===== config.mk =====
export PLATFORM = sky130hd
export DESIGN_NAME = sliding_window_median_filter_unit_flat
export DESIGN_NICKNAME = d
export VERILOG_FILES = /design/src/hw/rtl/smf_pkg.sv /design/src/hw/rtl/smf_ifs.sv /design/src/hw/rtl/smf_cell.sv /design/src/hw/rtl/smf_median.sv /design/src/hw/rtl/sliding_window_median_filter_unit.sv /design/src/flat_wrapper.sv
export SDC_FILE = /design/constraint.sdc
export NUM_CORES = 2
export LEC_CHECK = 0
export ABC_AREA = 1
export BUFFER_PORTS_ARGS = -buffer_cell sky130_fd_sc_hd__buf_2
export CAP_MARGIN = 20
export CORE_AREA = 2 2 329 331
export DETAILED_ROUTE_END_ITERATION = 16
export DIE_AREA = 0 0 331 333
export GPL_TIMING_DRIVEN = 0
export PLACE_DENSITY = 0.48
export SYNTH_ARGS = -nofsm -noshare
export SYNTH_HDL_FRONTEND = slang
export SYNTH_SLANG_ARGS = --single-unit
export TNS_END_PERCENT = 50

===== constraint.sdc =====
create_clock -name clock -period 20.8 [get_ports clock]
set_clock_uncertainty 0.1 [all_clocks]
set_input_delay 2.08 -clock clock [delete_from_list [all_inputs] [get_ports clock]]
set_output_delay 2.08 -clock clock [all_outputs]
set_load 0.03 [all_outputs]

===== src/hw/rtl/smf_pkg.sv =====
// Shared types and constants for the sliding window median filter.
// No dependencies; every other file of the block imports this package.
`timescale 1ns / 1ps

package smf_pkg;

   // Default sizing of the window and of one sample
   localparam int MAX_WINDOW_DEF  = 16;
   localparam int SAMPLE_BITS_DEF = 16;

   // Window length register
   localparam int          CFG_W               = 5;
   localparam logic [4:0]  WINDOW_LENGTH_RESET = 5'd5;

   // Transaction kinds on the request channel
   localparam logic KIND_SAMPLE = 1'b0;
   localparam logic KIND_CLEAR  = 1'b1;

   // Per-cycle command broadcast to every cell of the sorted chain
   typedef struct packed {
      logic step;   // insert a new sample (and evict the oldest when full)
      logic clear;  // empty the chain
      logic full;   // chain holds the whole window before this step
   } smf_ctl_type;

endpackage


===== src/hw/rtl/smf_ifs.sv =====
// Valid/ready channel interfaces of the median filter: request and response.
// Depends on smf_pkg for default widths.
`timescale 1ns / 1ps

interface smf_req_if import smf_pkg::*; #(
   parameter int SAMPLE_BITS = SAMPLE_BITS_DEF
);
   logic                          valid;
   logic                          ready;
   logic                          kind;
   logic signed [SAMPLE_BITS-1:0] sample;

   modport source (output valid, kind, sample, input ready);
   modport sink   (input valid, kind, sample, output ready);
endinterface

interface smf_rsp_if import smf_pkg::*; #(
   parameter int SAMPLE_BITS = SAMPLE_BITS_DEF
);
   logic                          valid;
   logic                          ready;
   logic signed [SAMPLE_BITS-1:0] median;
   logic                          window_full;

   modport source (output valid, median, window_full, input ready);
   modport sink   (input valid, median, window_full, output ready);
endinterface


===== src/hw/rtl/smf_cell.sv =====
// One cell of the sorted chain: holds a sample, its age and a valid bit.
// Depends on smf_pkg (smf_ctl_type); instantiated in a row by the top level.
`timescale 1ns / 1ps

module smf_cell import smf_pkg::*; #(
   parameter int SAMPLE_BITS = SAMPLE_BITS_DEF,
   parameter int AGE_W       = 4
) (
   input  logic                          clock,
   input  logic                          reset,
   input  smf_ctl_type                   ctl,
   input  logic signed [SAMPLE_BITS-1:0] new_sample,
   input  logic [AGE_W-1:0]              evict_age,
   // post-eviction view of the left neighbor
   input  logic                          left_lt,
   input  logic signed [SAMPLE_BITS-1:0] left_d_val,
   input  logic                          left_d_valid,
   input  logic [AGE_W-1:0]              left_d_age,
   // stored contents of the right neighbor
   input  logic signed [SAMPLE_BITS-1:0] right_val,
   input  logic                          right_valid,
   input  logic [AGE_W-1:0]              right_age,
   input  logic                          del_in,
   output logic signed [SAMPLE_BITS-1:0] val_q,
   output logic                          valid_q,
   output logic [AGE_W-1:0]              age_q,
   output logic signed [SAMPLE_BITS-1:0] d_val,
   output logic                          d_valid,
   output logic [AGE_W-1:0]              d_age,
   output logic                          lt_out,
   output logic                          del_out
);

   logic signed [SAMPLE_BITS-1:0] val_ff, val_in;
   logic                          valid_ff, valid_in;
   logic [AGE_W-1:0]              age_ff, age_in;
   logic                          evict_here;

   // The oldest sample leaves once the window is full
   assign evict_here = ctl.full && valid_ff && (age_ff == evict_age);
   assign del_out    = del_in || evict_here;

   // Chain with the oldest removed: cells at or past the hole pull from the right
   always_comb begin
      if (del_out) begin
         d_val   = right_val;
         d_valid = right_valid;
         d_age   = right_age;
      end else begin
         d_val   = val_ff;
         d_valid = valid_ff;
         d_age   = age_ff;
      end
   end

   // Empty cells count as larger than any sample
   assign lt_out = !d_valid || (new_sample < d_val);

   // Insert: shift right past the insertion point, new sample at it
   always_comb begin
      val_in   = val_ff;
      valid_in = valid_ff;
      age_in   = age_ff;
      if (ctl.clear) begin
         valid_in = 1'b0;
      end else if (ctl.step) begin
         if (left_lt) begin
            val_in   = left_d_val;
            valid_in = left_d_valid;
            age_in   = left_d_age + AGE_W'(1);
         end else if (lt_out) begin
            val_in   = new_sample;
            valid_in = 1'b1;
            age_in   = '0;
         end else begin
            val_in   = d_val;
            valid_in = d_valid;
            age_in   = d_age + AGE_W'(1);
         end
      end
   end

   always_ff @(posedge clock) begin
      if (reset) begin
         valid_ff <= 1'b0;
      end else begin
         valid_ff <= valid_in;
      end
   end

   always_ff @(posedge clock) begin
      val_ff <= val_in;
      age_ff <= age_in;
   end

   assign val_q   = val_ff;
   assign valid_q = valid_ff;
   assign age_q   = age_ff;

endmodule


===== src/hw/rtl/smf_median.sv =====
// Median pick from the sorted chain: middle cell, or truncated mean of the two middle cells.
// Depends on smf_pkg for default widths.
`timescale 1ns / 1ps

module smf_median import smf_pkg::*; #(
   parameter int SAMPLE_BITS = SAMPLE_BITS_DEF,
   parameter int MAX_WINDOW  = MAX_WINDOW_DEF,
   parameter int AGE_W       = 4,
   parameter int LEN_W       = 5
) (
   input  logic signed [SAMPLE_BITS-1:0] sorted_val [MAX_WINDOW],
   input  logic [LEN_W-1:0]              held_count,
   output logic signed [SAMPLE_BITS-1:0] median
);

   logic [AGE_W-1:0]              idx_hi;
   logic [AGE_W-1:0]              idx_lo;
   logic signed [SAMPLE_BITS-1:0] val_hi;
   logic signed [SAMPLE_BITS-1:0] val_lo;
   logic signed [SAMPLE_BITS:0]   pair_sum;
   logic signed [SAMPLE_BITS:0]   pair_adj;

   // Middle positions of the held samples
   assign idx_hi = AGE_W'(held_count >> 1);
   assign idx_lo = idx_hi - AGE_W'(1);
   assign val_hi = sorted_val[idx_hi];
   assign val_lo = sorted_val[idx_lo];

   // Halve toward zero: bias negative sums by one before the arithmetic shift
   assign pair_sum = {val_lo[SAMPLE_BITS-1], val_lo} + {val_hi[SAMPLE_BITS-1], val_hi};
   assign pair_adj = pair_sum + {{SAMPLE_BITS{1'b0}}, pair_sum[SAMPLE_BITS]};

   assign median = held_count[0] ? val_hi : pair_adj[SAMPLE_BITS:1];

endmodule


===== src/hw/rtl/sliding_window_median_filter_unit.sv =====
// Sliding window median filter, top level: sorted cell chain, length register, output stage.
// A sample transaction updates the chain and sets the pending flag; its median then moves into the output register.
// Throughput: one transaction per cycle; each cell does one evict-and-insert step per cycle,
// and the chain holds while its pending result cannot move into a still-occupied output register.
// Reset (synchronous): window empty, window length 5, no response pending.
// Depends on smf_pkg, smf_ifs, smf_cell and smf_median.
`timescale 1ns / 1ps

module sliding_window_median_filter_unit import smf_pkg::*; #(
   parameter int MAX_WINDOW  = MAX_WINDOW_DEF,
   parameter int SAMPLE_BITS = SAMPLE_BITS_DEF
) (
   input  logic             clock,
   input  logic             reset,
   smf_req_if.sink          req_if,
   smf_rsp_if.source        rsp_if,
   input  logic             csr_wr_en,
   input  logic [CFG_W-1:0] csr_wr_data
);

   localparam int AGE_W = (MAX_WINDOW > 1) ? $clog2(MAX_WINDOW) : 1;
   localparam int LEN_W = $clog2(MAX_WINDOW + 1);
   localparam logic [LEN_W-1:0] MAX_LEN = LEN_W'(MAX_WINDOW);

   logic [CFG_W-1:0]              window_length_ff;
   logic [LEN_W-1:0]              count_ff, count_in;
   logic                          s1_valid_ff, s1_valid_in;
   logic                          rsp_valid_ff, rsp_valid_in;
   logic signed [SAMPLE_BITS-1:0] median_ff;
   logic                          full_ff;
   logic [LEN_W-1:0]              len_eff;
   logic                          out_free;
   logic                          req_fire;
   logic                          s1_move;
   smf_ctl_type                   ctl;
   logic signed [SAMPLE_BITS-1:0] median_pick;

   logic signed [SAMPLE_BITS-1:0] c_val   [MAX_WINDOW];
   logic [MAX_WINDOW-1:0]         c_valid;
   logic [AGE_W-1:0]              c_age   [MAX_WINDOW];
   logic signed [SAMPLE_BITS-1:0] d_val   [MAX_WINDOW];
   logic                          d_valid [MAX_WINDOW];
   logic [AGE_W-1:0]              d_age   [MAX_WINDOW];
   logic                          lt      [MAX_WINDOW];
   logic                          del     [MAX_WINDOW];

   // Window length register
   always_ff @(posedge clock) begin
      if (reset) begin
         window_length_ff <= WINDOW_LENGTH_RESET;
      end else if (csr_wr_en) begin
         window_length_ff <= csr_wr_data;
      end
   end

   // Effective length: zero acts as one, oversize clamps to the chain length
   always_comb begin
      if (window_length_ff == '0) begin
         len_eff = LEN_W'(1);
      end else if (int'(window_length_ff) > MAX_WINDOW) begin
         len_eff = MAX_LEN;
      end else begin
         len_eff = LEN_W'(window_length_ff);
      end
   end

   // Handshake: chain moves when its last result can go to the output register
   assign out_free      = !rsp_valid_ff || rsp_if.ready;
   assign req_if.ready  = !s1_valid_ff || out_free;
   assign req_fire      = req_if.valid && req_if.ready;
   assign s1_move       = s1_valid_ff && out_free;

   assign ctl.step  = req_fire && (req_if.kind == KIND_SAMPLE);
   assign ctl.clear = (req_fire && (req_if.kind == KIND_CLEAR)) || csr_wr_en;
   assign ctl.full  = (count_ff == len_eff);

   // Fill count
   always_comb begin
      count_in = count_ff;
      if (ctl.clear) begin
         count_in = '0;
      end else if (ctl.step && (count_ff < len_eff)) begin
         count_in = count_ff + LEN_W'(1);
      end
   end

   // Cell chain
   for (genvar i = 0; i < MAX_WINDOW; i++) begin : g_cell
      logic                          left_lt;
      logic signed [SAMPLE_BITS-1:0] left_d_val;
      logic                          left_d_valid;
      logic [AGE_W-1:0]              left_d_age;
      logic                          del_in;
      logic signed [SAMPLE_BITS-1:0] right_val;
      logic                          right_valid;
      logic [AGE_W-1:0]              right_age;

      if (i == 0) begin : g_head
         assign left_lt      = 1'b0;
         assign left_d_val   = '0;
         assign left_d_valid = 1'b0;
         assign left_d_age   = '0;
         assign del_in       = 1'b0;
      end else begin : g_mid
         assign left_lt      = lt[i-1];
         assign left_d_val   = d_val[i-1];
         assign left_d_valid = d_valid[i-1];
         assign left_d_age   = d_age[i-1];
         assign del_in       = del[i-1];
      end

      if (i == MAX_WINDOW - 1) begin : g_tail
         assign right_val   = '0;
         assign right_valid = 1'b0;
         assign right_age   = '0;
      end else begin : g_body
         assign right_val   = c_val[i+1];
         assign right_valid = c_valid[i+1];
         assign right_age   = c_age[i+1];
      end

      smf_cell #(
         .SAMPLE_BITS (SAMPLE_BITS),
         .AGE_W       (AGE_W)
      ) u_cell (
         .clock        (clock),
         .reset        (reset),
         .ctl          (ctl),
         .new_sample   (req_if.sample),
         .evict_age    (AGE_W'(len_eff - LEN_W'(1))),
         .left_lt      (left_lt),
         .left_d_val   (left_d_val),
         .left_d_valid (left_d_valid),
         .left_d_age   (left_d_age),
         .right_val    (right_val),
         .right_valid  (right_valid),
         .right_age    (right_age),
         .del_in       (del_in),
         .val_q        (c_val[i]),
         .valid_q      (c_valid[i]),
         .age_q        (c_age[i]),
         .d_val        (d_val[i]),
         .d_valid      (d_valid[i]),
         .d_age        (d_age[i]),
         .lt_out       (lt[i]),
         .del_out      (del[i])
      );
   end

   // Median of the chain as it stands after the last step
   smf_median #(
      .SAMPLE_BITS (SAMPLE_BITS),
      .MAX_WINDOW  (MAX_WINDOW),
      .AGE_W       (AGE_W),
      .LEN_W       (LEN_W)
   ) u_median (
      .sorted_val (c_val),
      .held_count (count_ff),
      .median     (median_pick)
   );

   // Pending-result flag and output register
   always_comb begin
      s1_valid_in  = ctl.step || (s1_valid_ff && !s1_move);
      rsp_valid_in = s1_move || (rsp_valid_ff && !rsp_if.ready);
   end

   always_ff @(posedge clock) begin
      if (reset) begin
         count_ff     <= '0;
         s1_valid_ff  <= 1'b0;
         rsp_valid_ff <= 1'b0;
      end else begin
         count_ff     <= count_in;
         s1_valid_ff  <= s1_valid_in;
         rsp_valid_ff <= rsp_valid_in;
      end
   end

   always_ff @(posedge clock) begin
      if (s1_move) begin
         median_ff <= median_pick;
         full_ff   <= (count_ff == len_eff);
      end
   end

   assign rsp_if.valid       = rsp_valid_ff;
   assign rsp_if.median      = median_ff;
   assign rsp_if.window_full = full_ff;

   // Occupied cells are exactly the fill count
   a_count_matches_cells: assert property (@(posedge clock) disable iff (reset)
      $countones(c_valid) == int'(count_ff))
      else $error("cell valid bits disagree with fill count");

   // Fill count never passes the effective length
   a_count_bounded: assert property (@(posedge clock) disable iff (reset)
      count_ff <= len_eff)
      else $error("fill count exceeds window length");

   // A stalled result keeps the chain frozen
   a_stall_blocks_input: assert property (@(posedge clock) disable iff (reset)
      (s1_valid_ff && rsp_valid_ff && !rsp_if.ready) |-> !req_if.ready)
      else $error("input taken while a result is stuck");

   // An accepted sample leaves a pending result behind
   a_sample_pends: assert property (@(posedge clock) disable iff (reset)
      ctl.step |=> s1_valid_ff)
      else $error("accepted sample produced no pending result");

   // A length write empties the window
   a_csr_clears: assert property (@(posedge clock) disable iff (reset)
      csr_wr_en |=> (count_ff == '0) && (c_valid == '0))
      else $error("window not emptied by length write");

endmodule

===== src/flat_wrapper.sv =====
// flat-port wrapper written by rule: the top's interface ports become plain ports
module sliding_window_median_filter_unit_flat import smf_pkg::*;
#(
   parameter int MAX_WINDOW  = MAX_WINDOW_DEF,
   parameter int SAMPLE_BITS = SAMPLE_BITS_DEF
)
  (clock, reset, csr_wr_en, csr_wr_data, req_if_valid, req_if_kind, req_if_sample, req_if_ready, rsp_if_valid, rsp_if_median, rsp_if_window_full, rsp_if_ready);
  smf_req_if #(.SAMPLE_BITS(SAMPLE_BITS)) req_if_i ();
  smf_rsp_if #(.SAMPLE_BITS(SAMPLE_BITS)) rsp_if_i ();
  input  logic clock;
  input  logic reset;
  input  logic csr_wr_en;
  input  logic [CFG_W-1:0] csr_wr_data;
  input wire logic [$bits(req_if_i.valid)-1:0] req_if_valid;
  input wire logic [$bits(req_if_i.kind)-1:0] req_if_kind;
  input wire logic [$bits(req_if_i.sample)-1:0] req_if_sample;
  output wire logic [$bits(req_if_i.ready)-1:0] req_if_ready;
  output wire logic [$bits(rsp_if_i.valid)-1:0] rsp_if_valid;
  output wire logic [$bits(rsp_if_i.median)-1:0] rsp_if_median;
  output wire logic [$bits(rsp_if_i.window_full)-1:0] rsp_if_window_full;
  input wire logic [$bits(rsp_if_i.ready)-1:0] rsp_if_ready;
  assign req_if_i.valid = req_if_valid;
  assign req_if_i.kind = req_if_kind;
  assign req_if_i.sample = req_if_sample;
  assign req_if_ready = req_if_i.ready;
  assign rsp_if_valid = rsp_if_i.valid;
  assign rsp_if_median = rsp_if_i.median;
  assign rsp_if_window_full = rsp_if_i.window_full;
  assign rsp_if_i.ready = rsp_if_ready;
  sliding_window_median_filter_unit #(.MAX_WINDOW(MAX_WINDOW), .SAMPLE_BITS(SAMPLE_BITS)) u_core (.clock(clock), .reset(reset), .req_if(req_if_i), .rsp_if(rsp_if_i), .csr_wr_en(csr_wr_en), .csr_wr_data(csr_wr_data));
endmodule

== Word level (Yosys, flattened, before mapping) ==
Cells that the tools add are included.

* Input port bits: 27
* Output and inout bits: 19
* Flip-flop bits (word level): 365

* Bitwise gates (word level): 4
* Mux-type cells: 149
* Equality and inequality tests: 17
* Magnitude comparators: 20
* Reduce and logical (&&, ||, !) cells: 98
* Add/subtract/negate cells: 21

{| class="wikitable"
|+ Operators by type and width
! operator !! count
|-
| 2-to-1 mux 16 bit || 52
|-
| less-than comparator 16 bit || 16
|-
| 2-to-1 mux 4 bit || 46
|-
| binary-select mux 16 bit (select 4 bit) || 2
|-
| adder 4 x 1 -> 4 bit, second input constant || 16
|-
| == test 4 bit || 16
|-
| 2-to-1 mux 1 bit || 47
|-
| logical AND 1 bit || 39
|-
| logical OR 1 bit || 36
|-
| logical NOT 1 bit || 20
|-
| adder 16 x 16 -> 17 bit || 1
|-
| adder 17 x 1 -> 17 bit || 1
|-
| >= comparator 5 bit, second input constant || 2
|-
| 2-to-1 mux 5 bit || 2
|-
| NOT 4 -> 5 bit || 2
|-
| subtractor 4 x 1 -> 4 bit, second input constant || 2
|-
| adder 5 x 1 -> 5 bit, second input constant || 1
|-
| == test 5 bit || 1
|-
| greater-than comparator 5 bit, second input constant || 1
|-
| logical NOT 5 bit || 1
|-
| less-than comparator 5 bit || 1
|-
| NOT 1 bit || 2
|-
| AND reduction 2 bit || 1
|-
| OR reduction 2 bit || 1
|}

== Logic depth before layout (Yosys ltp) ==
* Depth after elaboration: 26
* Gate-level depth with buffers: 45

== Hierarchy ==
Synthesis repeated with hierarchy kept, for this count alone.

* Cell total of the unflattened synthesis: 6379
* Area, all modules: 40032.1 µm²

{| class="wikitable"
|+ By module, submodules not included
! module !! area an instance (µm²) !! cells each !! times used
|-
| smf_cell || 2019.4 || 307 || 16
|-
| smf_median || 6422.4 || 1347 || 1
|-
| sliding_window_median_filter_unit || 1298.7 || 120 || 1
|}

== Worst setup path after synthesis ==
No wires, ideal clock.

* Path kind: input-to-reg
* Start point: in rsp_if_ready
* End point: reg u_core.g_cell[0].u_cell.age_ff[0], enable pin
* Setup time: 1009 ps
* Data required time: 19691 ps
* Stages on the path: 9
* Setup slack: 3485 ps
* Arrival: 16206 ps
* Buffers on the path: 1
* Path through: inv_1 > nand2_1 > nor2_1 > inv_1 > nand2_1 > nor2_1 > inv_1 > clkbuf_1 > nor2_1

* Cells in the longest elaborated chain, start to end: 7
* Elaborated cells between the ends (all ways): 8

{| class="wikitable"
|+ RTL lines
! what !! line !! source
|-
| start, declared || flat_wrapper.sv:21 || <nowiki>input wire logic [$bits(rsp_if_i.ready)-1:0] rsp_if_ready;</nowiki>
|-
| logical OR 1 bit (*) || sliding_window_median_filter_unit.sv:68 || <nowiki>assign out_free = !rsp_valid_ff || rsp_if.ready;</nowiki>
|-
| logical OR 1 bit (*) || sliding_window_median_filter_unit.sv:69 || <nowiki>assign req_if.ready = !s1_valid_ff || out_free;</nowiki>
|-
| net req_if_ready || flat_wrapper.sv:17 || <nowiki>output wire logic [$bits(req_if_i.ready)-1:0] req_if_ready;</nowiki>
|-
| logical AND 1 bit (*) || sliding_window_median_filter_unit.sv:70 || <nowiki>assign req_fire = req_if.valid && req_if.ready;</nowiki>
|-
| logical AND 1 bit || sliding_window_median_filter_unit.sv:74 || <nowiki>assign ctl.clear = (req_fire && (req_if.kind == KIND_CLEAR)) || csr_wr_en;</nowiki>
|-
| logical OR 1 bit || sliding_window_median_filter_unit.sv:74 ||
|-
| NOT 1 bit (no line) || - ||
|-
| AND reduction 2 bit (no line) (*) || - ||
|-
| end signal, assigned || smf_cell.sv:93 || <nowiki>age_ff <= age_in;</nowiki>
|-
| end, declared || smf_cell.sv:36 || <nowiki>logic [AGE_W-1:0] age_ff, age_in;</nowiki>
|}

The timed path passes the listed nets; every way through them passes the cells marked *.
A chain may end at the register's enable or synchronous reset.

== Worst setup path after layout ==
* Start point: reg u_core.count_ff[1]
* End point: reg u_core.median_ff[15], in the netlist u_core.rsp_if.median[15], data pin

* Cells in the longest elaborated chain, start to end: 8
* Elaborated cells between the ends (all ways): 12

{| class="wikitable"
|+ RTL lines
! what !! line !! source
|-
| start, declared || sliding_window_median_filter_unit.sv:26 || <nowiki>logic [LEN_W-1:0] count_ff, count_in;</nowiki>
|-
| start signal, assigned || sliding_window_median_filter_unit.sv:174 || <nowiki>count_ff <= count_in;</nowiki>
|-
| subtractor 4 x 1 -> 4 bit || smf_median.sv:25 || <nowiki>assign idx_lo = idx_hi - AGE_W'(1);</nowiki>
|-
| NOT 4 -> 5 bit (implied by the code) || smf_median.sv:27 || <nowiki>assign val_lo = sorted_val[idx_lo];</nowiki>
|-
| binary-select mux 16 bit (select 4 bit) || smf_median.sv:27 ||
|-
| 2-to-1 mux 16 bit (implied by the code) (2 in a row) || smf_median.sv:27 ||
|-
| adder 16 x 16 -> 17 bit || smf_median.sv:30 || <nowiki>assign pair_sum = {val_lo[SAMPLE_BITS-1], val_lo} + {val_hi[SAMPLE_BITS-1], val_hi};</nowiki>
|-
| adder 17 x 1 -> 17 bit || smf_median.sv:31 || <nowiki>assign pair_adj = pair_sum + {{SAMPLE_BITS{1'b0}}, pair_sum[SAMPLE_BITS]};</nowiki>
|-
| 2-to-1 mux 16 bit (*) || smf_median.sv:33 || <nowiki>assign median = held_count[0] ? val_hi : pair_adj[SAMPLE_BITS:1];</nowiki>
|-
| net u_core.median_pick[15] || sliding_window_median_filter_unit.sv:36 || <nowiki>logic signed [SAMPLE_BITS-1:0] median_pick;</nowiki>
|-
| end signal, assigned || sliding_window_median_filter_unit.sv:182 || <nowiki>median_ff <= median_pick;</nowiki>
|-
| end, declared || sliding_window_median_filter_unit.sv:29 || <nowiki>logic signed [SAMPLE_BITS-1:0] median_ff;</nowiki>
|}

The timed path passes the listed nets; every way through them passes the cells marked *. The select of a mux whose other input is x is not followed.

==> metrics.csv <==
metric,value,unit
drt_iter0_drc,5247,
outcome,completed,
synthTopCellsByArea,"edfxtp_1 (29%), nand2_1 (12%), o21ai_0 (11%)",
route.detailed.drc,0,
maxCapViolCount,0,
slowest_delay,820,ps
synth_top_cell_by_area,edfxtp_1,
irDropWorstVdd,0.0536,mV
synth_cell_types,58,
holdBufCountCts,0,
crit_buf_inv,12,
drive_gt1_share,5.28,%
antenna_found_initial,5,
hold_end,u_core.g_cell[0].u_cell.valid_q$_SDFFE_PP0P_,
htree_levels,2,
synth_top_cells_by_count,"nand2_1 (1142), o21ai_0 (758), inv_1 (670), a21oi_1 (501), edfxtp_1 (337)",
crit_family,buffers and inverters,
period_share,50.8,%
rr_startpoint,u_core.count_ff[1]$_SDFFE_PP0P_,
synth_top_cell_area_share,29.0,%
reg2reg_to,u_core.rsp_if.median[15]$_DFFE_PP_,
cts_tree,built,
slowest_stage,clkbuf_1,
die_area,110000,µm²
hpwlAfterDp,149000,µm
clk_path_buf_depth,3,
ys.warnings.count,0,
cts_resized,0,
gp_congestion,1.03,
setup_violations,0,
period_needed,10570,ps
hold_violations,0,
slew_headroom,21.8,%
io-pin-count,46,
die_height,333,µm
final_nets,5519,
avgViaCountPerCell,5.78,
grt_use_total,34.1,%
synth_area_per_cell,6.87,µm²
cts_root_buf,clkbuf_16,
endpoint_kind,flip-flop,
synth_nets,5392,
cts_setup_buffers,0,
async_flop_share,0,%
r2r_slack,10230,ps
grt_pass1_vias,35186,
slew_viol_final,0,
start_util,32.7,%
cts-buffers-inserted,50,
critPathKind,flip-flop to flip-flop,
fmax,94.6,MHz
first_pass_iters,6,
grt_max_degree,31,
antenna_left,0,
rr_worst_depth,44,
netlist_instances,5082,
power.density,57.2,nW/µm²
cp_max_fo,10,
core_area,107000,µm²
seq_area_frac_synth,30.6,%
wirelength,192000,µm
area_growth_syn_to_layout,12.0,%
worst_slack,10230,ps
clkLatencyLatePin,670,ps
rows,120,
rsz0062_at_grt,no,
min_from,u_core.g_cell[0].u_cell.valid_q$_SDFFE_PP0P_,
dp_slack,10510,ps
grt_pass1_wl,267000,µm
num_vias,38496,
cts_sinks,365,
min_path_cells,2,
synth-seq-cells,365,
grt_overflow,0,
final_cell_area,39100,µm²
synth_edf_count,337,
syn_area,34900,µm²
wl_per_cell,28.8,µm
required,21110,ps
dpl-instance-area,37500,µm²
synth_flop_cell,edfxtp_1,
startpoint_type,flip-flop,
yosysMostFrequentCell,nand2_1,
die_w,331,µm
clkTransAtPathRegs,60,ps
worst_pin_slew,1170,ps
numPortBuffers,44,
hp-class,flip-flop to flip-flop,
leakage,17.1,nW
fill_cells,11683,
cp.arrival,10880,ps
[routing by layer]
layer	part of all wire (%)	GRT usage, %	vias up	wire length, µm
met5	0.0089	0	-	17
met2	40	47.8	2055	77100
li1	-	-	17657	-
met1	45	51.0	18461	87200
met4	4.7	14.0	2	8930
met3	9.8	5.55	321	18700
[worst max path at each step]
stage	from	end	slack [ps]	cells after the start
after floorplan	rsp_if_ready	u_core.g_cell[0].u_cell.age_q[0]$_SDFFCE_PP0P_	3480	9
after global placement	rsp_if_ready	u_core.g_cell[11].u_cell.age_q[1]$_DFFE_PP_	-6330	10
after detailed placement	u_core.count_ff[1]$_SDFFE_PP0P_	u_core.rsp_if.median[15]$_DFFE_PP_	10510	44
after CTS	u_core.count_ff[1]$_SDFFE_PP0P_	u_core.rsp_if.median[15]$_DFFE_PP_	10480	44
after global routing	u_core.count_ff[1]$_SDFFE_PP0P_	u_core.rsp_if.median[15]$_DFFE_PP_	9620	44
final	u_core.count_ff[1]$_SDFFE_PP0P_	u_core.rsp_if.median[15]$_DFFE_PP_	10230	44
[kinds of logic after synthesis]
logic type                 Yosys count  share of synthesized area, %
and+or+nand+nor                   1853                          23.1
AOI/OAI and AO/OA                 1489                          22.7
DFF                                365                          30.6
xor gates and xnor gates            98                          2.46
buffers and inverters              994                          11.0
adders and majority gates          283                          10.2
[sequential cells by signal, summed over array words and instances, names as in the netlist]
name                          count
u_core.rsp_if.valid               1
u_core.s1_valid_ff                1
u_core.rsp_if.median             16
u_core.g_cell.u_cell.valid_q     16
u_core.rsp_if.window_full         1
u_core.g_cell.u_cell.val_q      256
u_core.count_ff                   5
u_core.window_length_ff           5
u_core.g_cell.u_cell.age_q       64
[area by class of cell]
type                            instances  area [µm²]  area share (%)
Multi-Input combinational cell       3723       20400            52.2
Buffer                                310        1260            3.24
Inverter                              684        2570            6.58
Tap cell                             1403        1760            4.49
Clock buffer                           62        1330            3.39
Timing Repair Buffer                   75         811            2.08
Clock inverter                         32         256           0.656
Antenna cell                            2        5.00          0.0128
Sequential cell                       365       10700            27.3
[report_power, final]
part / switching [mW] / leakage [nW] / internal [mW]
sequential: 0.0266 / 3.33 / 0.834
combinational: 0.356 / 13.0 / 0.138
clock: 0.389 / 0.779 / 0.490
[tightest hold or removal path: stages, from the launching register on]
cell	delay, ps
dfxtp_1	310
inv_1	70
a21oi_1	50
[placed cells by master (no fill, tap or decap), drive strengths merged, types with 164 or more instances in the layout]
cell | synthesis | routed
buf | 89 | 164
ha | 282 | 282
a21oi | 501 | 501
clkbuf | 221 | 283
nand3 | 340 | 340
nand2 | 1157 | 1157
nor2 | 189 | 189
o21ai | 813 | 813
edfxtp | 337 | 337
inv | 681 | 683
[through the flow]
step                power (mW)  std cells  hold WS [ps]  utilization, %  setup TNS (ps)
finish                    2.23       6656           383            36.7               0
global route              2.31       6654           439            36.6               0
floorplan                 1.16       5082           347               -               0
global placement          1.36       6529           362            34.6        -1998170
detailed placement        1.35       6560           379            35.2               0
CTS                       2.23       6654           386            36.6               0
No activity file was read; power rests on OpenSTA's default activity.
